===== config.mk =====
export PLATFORM = sky130hd
export DESIGN_NAME = cbsi_fifo
export DESIGN_NICKNAME = d
export VERILOG_FILES = /design/src/rtl/core/cbsi_fifo.sv
export SDC_FILE = /design/constraint.sdc
export NUM_CORES = 1
export LEC_CHECK = 0
export BUFFER_PORTS_ARGS = -buffer_cell sky130_fd_sc_hd__buf_2
export CAP_MARGIN = 20
export CELL_PAD_IN_SITES_DETAIL_PLACEMENT = 0
export CELL_PAD_IN_SITES_GLOBAL_PLACEMENT = 1
export CORE_MARGIN = 5
export CORE_UTILIZATION = 40
export DETAILED_ROUTE_END_ITERATION = 10
export GPL_ROUTABILITY_DRIVEN = 0
export GPL_TIMING_DRIVEN = 1
export PLACE_DENSITY = 0.83
export SYNTH_ARGS = -nofsm -noshare
export SYNTH_HDL_FRONTEND = slang
export SYNTH_SLANG_ARGS = --single-unit

===== constraint.sdc =====
create_clock -name i_clk -period 1.55 [get_ports i_clk]
set_clock_uncertainty 0.15 [all_clocks]
set_input_delay 0.31 -clock i_clk [delete_from_list [all_inputs] [get_ports i_clk]]
set_output_delay 0.31 -clock i_clk [all_outputs]
set_load 0.01 [all_outputs]

===== src/rtl/core/cbsi_fifo.sv =====
module cbsi_fifo #(
    parameter int WIDTH = 8
) (
    input  logic             i_clk,
    input  logic             i_rst_n,
    input  logic             i_push,
    input  logic [WIDTH-1:0] i_data,
    output logic             o_full,
    input  logic             i_pop,
    output logic             o_empty,
    output logic [WIDTH-1:0] o_data
);

    logic [WIDTH-1:0] r_mem [2];
    logic             r_wp;
    logic             r_rp;
    logic [1:0]       r_cnt;

    assign o_full  = (r_cnt == 2'd2);
    assign o_empty = (r_cnt == 2'd0);
    assign o_data  = r_mem[r_rp];

    always_ff @(posedge i_clk) begin
        if (!i_rst_n) begin
            r_wp  <= 1'b0;
            r_rp  <= 1'b0;
            r_cnt <= 2'd0;
        end else begin
            if (i_push) begin
                r_mem[r_wp] <= i_data;
                r_wp        <= ~r_wp;
            end
            if (i_pop) begin
                r_rp <= ~r_rp;
            end
            if (i_push && !i_pop) begin
                r_cnt <= r_cnt + 2'd1;
            end else if (!i_push && i_pop) begin
                r_cnt <= r_cnt - 2'd1;
            end
        end
    end

endmodule


; Word-level counts from Yosys, hierarchy flattened
; Memories as Yosys holds them, arrays and structs flattened. A register that Yosys moved wholly into a read port is not among the register bits.
; Cells that the tools add are included.
[op_classes]
add_sub_neg = 2
n_eq_ne = 1
reduce_logical = 6
n_bitwise = 2
muxes = 7
[op_table]
columns = op, count
row1 = 1-bit 2-to-1 mux, 5
row2 = 2-bit 2-to-1 mux, 2
row3 = 2-bit by 1-bit adder with 2-bit output (second input constant), 1
row4 = 2-bit equality test (second input constant), 1
row5 = 1-bit logical AND, 2
row6 = 1-bit zero test, 2
row7 = 2-bit zero test, 1
row8 = 1-bit inverter, 2
row9 = 2-bit nonzero test, 1
row10 = 2-bit by 1-bit subtractor with 2-bit output (second input constant), 1
[totals]
ramBits = 16
out_inout_bits = 10
ff_bits = 4
memories = 1
[memory_table]
columns = memory, depth, width, read_ports, rd_ports_with_merged_regs, write_ports, line
row1 = r_mem, 2, 8, 1, 1, 1, 14  ; logic [WIDTH-1:0] r_mem [2];

; Depth between registers and ports, before layout
[depth]
word_depth = 4
ltp_mapped = 5
depth_no_buf = 5

; Least setup slack after synthesis
; Ideal clock, no wire load.
[synth_timing]
path_kind = input to register
start = in i_pop
end = reg r_cnt[1]
required_time_ns = 1.330
path_slack_ns = 0.222
arrival_time_ns = 1.108
setup_ns = 0.070
cell_stages = 4
path_cell_list = inv_1 > ha_1 > or3_1 > a21boi_1
[synth_between]
elab_chain_cells = 3
[synth_lines]
columns = item, line
row1 = from (decl), 9  ; input logic i_pop,
row2 = 1-bit zero test, 36  ; if (i_push && !i_pop) begin
row3 = 1-bit logical AND, 36
row4 = 2-bit 2-to-1 mux or 2-bit nonzero test (tied branches), --
row5 = to (signal assigned), 37  ; r_cnt <= r_cnt + 2'd1;
row6 = to (signal assigned), 39  ; r_cnt <= r_cnt - 2'd1;
row7 = to (decl), 17  ; logic [1:0] r_cnt;
; Parallel ways exist; a longest one is shown, timed or not.
; A chain may end at the register's enable or synchronous reset.

==> results.toml <==
[synthesis]
ys_warn_count = 0
synth_fp_nets = 61
synth_top_family_by_area = "multiplexers"
synthAdderAreaFrac = 0.0157
syn-instance-count = 48
syn_area_per_cell_um2 = 16.6
synth_area_um2 = 797
muxShareOfSynthArea = 0.113
synth-seq-cells = 21
synth_cell_types = 16
synthXorXnorAreaFrac = 0.0440
synthSimpleGateAreaFrac = 0.0722
synth_compound_area_frac = 0.0157
synth-seq-area-share = 0.728

[setup_path]
cp-endpoint = "o_data[0]"
required_ns = 1.09
timing.rr.end = "r_mem[1][2]"
path_buf_inv = 2
rr_worst_depth = 1
r2r_slack_ns = 0.31
cp_top_family = "flip-flops"
cp_slowest_cell = "dfxtp_2"
crit_chain = "buf_12, mux2_4, buf_6"
crit_path_max_incr_delay_ns = 0.35
crit_fanout = 8
arrival_ns = 1.20
worst-path-stages = 3
path_class = "reg2out"
rr_startpoint = "r_wp"
crit_path_start_kind = "flop"
cp-end-kind = "output port"

[clock_tree]
cts_tree = "done"
clk_pin_slew_ns = 0.10
cts-buffers-inserted = 3
cts_max_path_buffers = 2
htree_levels = 1
insertion_delay_ns = 0.28
clkSinkCount = 21
ctsRootBufferMaster = "clkbuf_4"
postCtsSetupRepairBufs = 0

[sta]
timing.fmax_mhz = 604
drv_slew = 0
worst_slew_pin_slew_ns = 0.368
period_share = 1.07
setup_viol = 8
hold_viol_final = 0
grt_setup_unrepaired = "yes"
tns_ns = -0.828
fin_crit_ns = 1.66
max_slew_margin = 0.755
setup_slack_ns = -0.106

[cells_and_area]
drive_above_1_share = 0.500
area_growth_syn_to_layout_pct = 33.9
post-route-util = 0.555
fillers = 174
final_area_mm2 = 0.00107
antenna_cells = 0
fin_nets = 88
layout_commonest_cell = "edfxtp_1"
final_cell_mix = "16 x edfxtp_1, 13 x buf_2, 8 x mux2_4, 8 x buf_6, 4 x and2_1"

[placed_design]
io_buffer_count = 21
placed_area_um2 = 958
dp_hpwl_um = 850

[floorplanning]
dieArea_mm2 = 0.00298
die_height_um = 54.6
core-area_mm2 = 0.00192
die_w_um = 54.6
pin_count = 22
rows = 16
initial_core_util = 0.415

[grt]
grt_pass1_wl_um = 1900
first_global_vias = 453
grt_antenna_before_repair = 0
overflow = 0
grt_start_max_net_pins = 12
grt_usage = 0.0970

[power]
total_power_w = 0.00110
vdd_drop_max_v = 0.000591
p_leak_nw = 0.444
p_per_area_mw_per_mm2 = 1030

[run_status]
status = "complete, but fails checks"
violations = "setup timing"

[detailed_routing]
drc = 0
drtIter0Drc = 0
via_per_inst = 4.48
firstDrtPassIters = 1
vias = 452
routed_wl_um = 1230
routedWlPerCell_um = 12.1
ant_nets = 0

[min_path]
hold_class = "in2reg"

[job]
maxCapViolCount = 0
==> registers in the layout, summed over array words and instances, names as in the netlist, named ones only <==
register / count
r_mem: 16
r_rp: 1
r_cnt: 2
r_wp: 1
==> where the power goes <==
group          switching, W  leakage (nW)  total [W]  internal (W)
registers         0.0000174         0.189   0.000658      0.000640
logic             0.0000769         0.240   0.000195      0.000118
clock network      0.000143        0.0150   0.000243     0.0000999
total              0.000237         0.444    0.00110      0.000858
==> kinds of logic after synthesis <==
logic type      count (synthesis)
flops                          21
simple gates                   10
mux                             8
xor+xnor                        4
compound gates                  2
buf+inv                         2
fa+ha+maj                       1
==> metal layers <==
metal  global-route usage  up-vias  part of all wire
li1                     -      223                 -
met1                0.104      212              0.43
met2                0.157       15              0.47
met3               0.0300        2             0.082
met4               0.0747        0             0.013
met5                    0        -                 0
==> through the flow <==
step	worst slack, ns	hold slack [ns]	instances
final	-0.106	0.0548	101
after floorplan	0.222	0.259	48
after global placement	0.0828	0.335	97
after global routing	-0.161	0.0281	101
after CTS	-0.121	0.0416	101
after detailed placement	-0.00645	0.352	97
==> synthesized netlist by cell type (all sizes together) <==
| master | count | share of area |
|---|---|---|
| mux2 | 8 | 0.11 |
| a21boi | 1 | 0.0094 |
| buf | 1 | 0.0063 |
| nor2 | 2 | 0.0094 |
| xnor2 | 1 | 0.011 |
| edfxtp | 16 | 0.60 |
| and2b | 1 | 0.011 |
| xor2 | 3 | 0.033 |
| nand2 | 1 | 0.0047 |
| o21ai | 1 | 0.0063 |
| inv | 1 | 0.0047 |
| and2 | 4 | 0.031 |
| and3 | 1 | 0.0079 |
| or3 | 1 | 0.0079 |
| dfxtp | 5 | 0.13 |
| ha | 1 | 0.016 |
==> repair_timing <==
action                                 in CTS  in global routing
cloned                                      0                  0
setup endpoints to repair                   8                  9
endpoints found under the hold margin       0                  0
resized for setup                          17                  1
hold buffers                                0                  0
==> worst min-delay path by stage <==
stage,from,endpoint,cells past startpoint
2_1_floorplan,i_data[0],r_mem[0][0],0
3_3_place_gp,r_cnt[1],r_cnt[1],2
3_5_place_dp,i_data[2],r_mem[0][2],1
4_1_cts,i_data[2],r_mem[0][2],1
5_1_grt,i_data[0],r_mem[0][0],1
6_report,i_data[2],r_mem[0][2],1
==> layout make-up <==
cell class                      count  area (µm²)  share of cell area
Tap cell                           27        33.8              0.0317
Multi-Input combinational cell     25         238               0.223
Timing Repair Buffer               23         183               0.171
Inverter                            1        3.75             0.00352
Clock buffer                        4        26.3              0.0246
Sequential cell                    21         583               0.546
No activity file was read; power rests on OpenSTA's default activity.
