$ cat config.mk
export PLATFORM = sky130hd
export DESIGN_NAME = cbsi_front
export DESIGN_NICKNAME = d
export VERILOG_FILES = /design/src/rtl/core/cbsi_pkg.sv /design/src/rtl/core/cbsi_front.sv
export SDC_FILE = /design/constraint.sdc
export NUM_CORES = 1
export LEC_CHECK = 0
export ABC_AREA = 1
export BUFFER_PORTS_ARGS = -buffer_cell sky130_fd_sc_hd__clkbuf_2
export CAP_MARGIN = 20
export CORE_ASPECT_RATIO = 2
export CORE_UTILIZATION = 50
export DETAILED_ROUTE_END_ITERATION = 16
export MAX_ROUTING_LAYER = met4
export PLACE_DENSITY = 0.77
export SLEW_MARGIN = 30
export SYNTH_ARGS = -nofsm -noshare
export SYNTH_HDL_FRONTEND = slang
export SYNTH_SLANG_ARGS = --single-unit
$ cat constraint.sdc
create_clock -name i_clk -period 27.3 [get_ports i_clk]
set_clock_uncertainty 0.05 [all_clocks]
set_input_delay 4.095 -clock i_clk [delete_from_list [all_inputs] [get_ports i_clk]]
set_output_delay 4.095 -clock i_clk [all_outputs]
set_load 0.03 [all_outputs]
$ cat src/rtl/core/cbsi_pkg.sv
package cbsi_pkg;

    localparam int TAG_BITS = 8;
    localparam int N_BITS   = 4;
    localparam int WT_BITS  = 12;
    localparam int DEN_BITS = 16;

    localparam logic             REG_PPS   = 1'b0;
    localparam logic [N_BITS-1:0] PPS_RESET = 4'd10;

    typedef enum logic [1:0] {
        KIND_SEG,
        KIND_ONE,
        KIND_TWO
    } t_kind;

    typedef struct packed {
        t_kind               kind;
        logic [N_BITS-1:0]   n;
        logic [TAG_BITS-1:0] tag1;
        logic [TAG_BITS-1:0] tag2;
    } t_cmd;

endpackage

$ cat src/rtl/core/cbsi_front.sv
module cbsi_front
    import cbsi_pkg::*;
#(
    parameter int COORD_BITS = 24,
    localparam int PW = COORD_BITS + 2
) (
    input  logic                         i_clk,
    input  logic                         i_rst_n,
    input  logic                         i_valid,
    output logic                         o_ready,
    input  logic [COORD_BITS-1:0]        i_x,
    input  logic [COORD_BITS-1:0]        i_y,
    input  logic [COORD_BITS-1:0]        i_z,
    input  logic [TAG_BITS-1:0]          i_tag,
    input  logic                         i_end,
    input  logic [N_BITS-1:0]            i_n,
    input  logic                         i_full,
    output logic                         o_push,
    output t_cmd                         o_cmd,
    output logic [2:0][3:0][PW-1:0]      o_pts
);

    logic [2:0][2:0][COORD_BITS-1:0] r_h;
    logic [2:0][TAG_BITS-1:0]        r_ht;
    logic [2:0]                      r_seen;
    logic [2:0]                      n_seen;
    logic                            acc;
    logic [2:0][COORD_BITS-1:0]      in_c;

    assign o_ready = !i_full;
    assign acc     = i_valid && !i_full;
    assign in_c    = {i_z, i_y, i_x};

    always_comb begin
        logic signed [PW-1:0] h0;
        logic signed [PW-1:0] h1;
        logic signed [PW-1:0] h2;
        o_cmd.kind = KIND_SEG;
        o_cmd.n    = i_n;
        o_cmd.tag1 = r_ht[1];
        o_cmd.tag2 = r_ht[0];
        o_push     = 1'b0;
        n_seen     = 3'd0;
        for (int c = 0; c < 3; c++) begin
            h0 = PW'($signed(r_h[0][c]));
            h1 = PW'($signed(r_h[1][c]));
            h2 = PW'($signed(r_h[2][c]));
            o_pts[c][0] = h2;
            o_pts[c][1] = h1;
            o_pts[c][2] = h0;
            o_pts[c][3] = PW'($signed(in_c[c]));
            if (!i_end) begin
                if (r_seen == 3'd2) begin
                    o_pts[c][0] = (h1 <<< 1) - h0;
                end
                if (r_seen == 3'd0) begin
                    o_pts[c][2] = PW'($signed(in_c[c]));
                end
            end else begin
                o_pts[c][3] = (h0 <<< 1) - h1;
            end
        end
        if (!i_end) begin
            n_seen = (r_seen == 3'd4) ? 3'd4 : r_seen + 3'd1;
            if (n_seen == 3'd1) begin
                o_cmd.kind = KIND_ONE;
                o_cmd.tag2 = i_tag;
                o_push     = acc;
            end else if (n_seen != 3'd2) begin
                o_push = acc && (i_n != '0);
            end
        end else begin
            if (r_seen >= 3'd3) begin
                o_push = acc && (i_n != '0);
            end else if (r_seen == 3'd2) begin
                o_cmd.kind = KIND_TWO;
                o_push     = acc;
            end else if (r_seen == 3'd1) begin
                o_cmd.kind = KIND_ONE;
                o_push     = acc;
            end
        end
    end

    always_ff @(posedge i_clk) begin
        if (!i_rst_n) begin
            r_seen <= 3'd0;
        end else if (acc) begin
            r_seen <= n_seen;
            if (!i_end) begin
                r_h[2]  <= r_h[1];
                r_h[1]  <= r_h[0];
                r_h[0]  <= in_c;
                r_ht[2] <= r_ht[1];
                r_ht[1] <= r_ht[0];
                r_ht[0] <= i_tag;
            end
        end
    end

endmodule

* Word-level counts from Yosys, hierarchy flattened *
Cells that the tools add are included.
Widths: inputs -> output; s select.

storage, ports and cells
  bits in registers = 235
  bits in latches = 0
  RAM bits = 0
  bits in read-only memories = 0
  logic and storage cells = 62
  memories kept = 0

cells by class
  $add $sub $neg = 7
  multiply operators = 0
  divide/modulo/power cells = 0
  magnitude comparators = 1
  equal/unequal tests = 5
  shift operators = 0
  mux-type cells = 30
  bitwise gates (word level) = 1
  reduce and logical (&&, ||, !) cells = 6

operator list
  cell                 count
  $mux 26              15
  $sub 25x24->26       6
  $mux 8               2
  $mux 1               8
  $eq 3x1->1 const B   2
  $mux 2               3
  $mux 3               2
  $reduce_bool 4->1    1
  $add 3x1->3 const B  1
  $eq 3x2->1 const B   1
  $eq 3x3->1 const B   1
  $ge 3x2->1 const B   1
  $logic_not 3->1      1
  $ne 3x2->1 const B   1
  $reduce_and 3->1     1
  $logic_and 1x1->1    2
  $logic_not 1->1      1
  $not 1->1            1

* Depth between registers and ports, before layout *
  depth after elaboration = 6
  mapped depth = 15
  mapped depth without buffers = 15

* Worst setup path before layout *
OpenSTA, ideal clock, no wires.

  path type = input port to flip-flop
  start point = input port i_full
  end point = register r_ht (netlist bit o_cmd[10]), enable pin
  arrival = 20.169 ns
  slack = 5.970 ns
  stages on the path = 3
  cells stage by stage = inv_1 > nand2_1 > nor3_1

between the ends
  word-level cells in the longest chain between the ends = 3

RTL lines
  element                     RTL line          source
  start, declared             cbsi_front.sv:17  input logic i_full,
  $logic_not 1->1             cbsi_front.sv:31  assign acc = i_valid && !i_full;
  $logic_and 1x1->1           cbsi_front.sv:31
  $reduce_and 3->1 (no line)  --
  end, declared               cbsi_front.sv:24  logic [2:0][TAG_BITS-1:0] r_ht;

No other way between the ends.
A chain may end at the register's enable or synchronous reset.

==> key figures <==
Yosys
  – Synth cell count leaders: nand2_1 (1,077), inv_1 (628), nor2_1 (234)
  – Cell taking the most area after synthesis: edfxtp_1
  – Syn nets: ~3,500
  – Number of synthesized flops with an enable pin: 232
  – Async SR Flop Fraction: 0%
  – Number of distinct library cells after synthesis: 44
  – Syn Std Cell Area: between 20,000 and 25,000 um2
  – Synth area leaders: edfxtp_1 (32%), nand2_1 (19%), inv_1 (11%)
  – Syn Area/Cell: roughly 6.7 um2
  – Share of the yosys chip area belonging to registers: around a third
  – Top FF cell, synth: edfxtp_1
  – Synth Instances: 3,248
  – #FFs+latches synth: 235
  – Count leader, synth: nand2_1
  – Yosys Warn Count: 0
  – Synth top area share: 31.9%

Global routing
  – Met3 Resource Use GR: 7.62%
  – GR peak layer: met2
  – Vias in the first global route: 21,700
  – Initial antenna violation count: 2
  – First-pass GRT wire length: between 100,000 and 150,000 um
  – Largest net degree at the start of global routing: 82
  – GR Util All Layers: 42.1%
  – Met2 Use GR: 74.5%
  – Gr ovfl total: 0
  – GR Layer Usage met1: 33.7%

Clocking
  – Post-CTS Resized: 0
  – Max clock buf depth: 3
  – Clock slew at reported path FFs: around 60 ps
  – Total CTS buffers: 24
  – H-tree depth: 1
  – Cts hold-fix bufs: 0
  – Setup Buffers After CTS: 0
  – Sinks on Clock Net: 235
  – Clk_lat worst skew: 590 ps
  – TritonCTS clock tree: done
  – Root Buffer: clkbuf_16

Detailed routing
  – Routed vias: 22,300
  – WL per Instance: 22.2 um
  – First drt pass iteration count: 6
  – Post-route ant nets: 0
  – Post-route DRC violation count: 0
  – Routed vias/inst: 5.40
  – Final WL: just over 90,000 um
  – 1st-iter DRT viols: 1,187

Hold path
  – Hold WC Path Type: reg2reg

STA
  – Measured slew at the worst slew-check pin: 942 ps
  – RSZ-0062 raised after global routing: no
  – Final Max Tran Viols: 0
  – Fin crit share: a little over two fifths
  – Period minus WS final: approximately 12,000 ps
  – Final setup vio count: 0
  – Relative slew slack: between 30% and 40%
  – Fin. Hold Viols: 0
  – Total Neg Setup Slack: 0 ps
  – Maximum clock rate: around 86 MHz

Run
  – Max Cap Violations: 0

Final layout
  – Area delta synth->final: 12.4%
  – Footprint of the multi-input gates: between 10,000 and 15,000 um2
  – Filler cell count: 4,328
  – Layout cells sized above 1: 15.7%
  – Sequential Area: 7030 um2
  – Nets: 3,807

Floorplan
  – Site Rows: 107
  – Initial Util: between 50% and 60%
  – # IOs: 425
  – Die width: 150 um
  – Die area: 44,500 um2
  – Core Area: roughly 43,000 um2
  – Die height: just under 300 um

Power
  – Worst vdd ir: 0.0000599 V
  – Power per cell area: about 39 nW/um2
  – Pwr Total: 949 uW
  – LEAKAGE: approximately 0.013 uW

Place
  – PortBufs: 424
  – Hpwl dp: 75,500 um
  – Gp weighted congestion: ~1.1

Setup path
  – WP data required: 23,160 ps
  – Worst setup path class: in2out
  – CP Capture Type: primary output
  – Worst Path Max Fanout: 81
  – Critical path data arrival time: roughly 7500 ps
  – Worst setup SP type: input port

Status
  – Status: completed
## registers in the layout, summed over array words and instances, names as in the netlist
signal,cells
r_h,144
r_ht,8
r_seen,3
o_cmd,8
o_pts,72
## logic make-up (layout without fill, tap and decap cells)
| family | count (synthesis) | count (layout) | share of synthesized area, % |
|---|---|---|---|
| multiplexers | 25 | 25 | 1.23 |
| AND/OR/NAND/NOR | 1698 | 1698 | 32.6 |
| flip-flops | 235 | 235 | 32.2 |
| other | 0 | 4 | 0 |
| XOR/XNOR | 53 | 53 | 2.13 |
| adder cells (fa/ha/maj) | 155 | 155 | 9.09 |
| buffers and inverters | 775 | 1106 | 15.2 |
| AO/OA/AOI/OAI | 307 | 307 | 7.54 |
## routing by layer
metal,share of wire (%),routed length (um)
met3,6.2,5730
met4,13,12200
met2,51,47000
met1,29,26800
met5,0,0
## worst max-delay path: stages
cell	delay, ps
buf_2	90
buf_4	260
inv_4	720
nand3_4	750
buf_4	580
a21oi_1	580
clkbuf_2	310
## through the flow
stage	instance area, um2	hold slack [ps]	std cells	worst slack [ps]	utilization [%]
6_report	24500	392	4128	15650	57.2
5_1_grt	24500	408	4126	15430	57.2
4_1_cts	24500	394	4124	15870	57.2
3_5_place_dp	23800	379	4082	15880	55.4
3_3_place_gp	23800	372	4082	15940	55.4
2_1_floorplan	21800	370	3248	5970	-
## cell type report
class                           count  area share, %
Multi-Input combinational cell   2238           46.8
Sequential cell                   235           28.7
Inverter                          631           9.68
Timing Repair Buffer              433           8.94
Tap cell                          545           2.78
Clock buffer                       29           2.53
Clock inverter                     13          0.546
Antenna cell                        4         0.0408
## where the power goes
group          switching, uW  internal (uW)
Sequential              6.13            400
Combinational            147           54.3
Clock                    160            181
Total                    313            636
## cells in the final DEF (no fill, tap or decap), drive strengths merged, types with 6 or more instances in the layout
cell type / n
fa: 6
nand2: 1094
ha: 149
a21o: 6
edfxtp: 232
clkbuf: 452
buf: 10
and2: 17
o22ai: 8
nor3: 17
a21oi: 174
xnor2: 24
mux2i: 11
or2: 35
xor2: 29
inv: 632
nand3: 219
mux2: 14
o21ai: 99
nand4: 55
clkinv: 8
nor2: 253
o21bai: 13
## worst paths after layout
kind                                from                     end  slack [ps]  cells after the start
setup / recovery                   i_end              o_pts[179]       15650                      7
hold reg to reg        r_ht[1]$_DFFE_PP_      o_cmd[9]$_DFFE_PP_         390                      0
setup reg to reg  r_seen[0]$_SDFFE_PN0P_  r_seen[2]$_SDFFE_PN0P_       26000                      6
hold / removal         r_ht[1]$_DFFE_PP_      o_cmd[9]$_DFFE_PP_         390                      0
(Power assumes the default switching activity.)
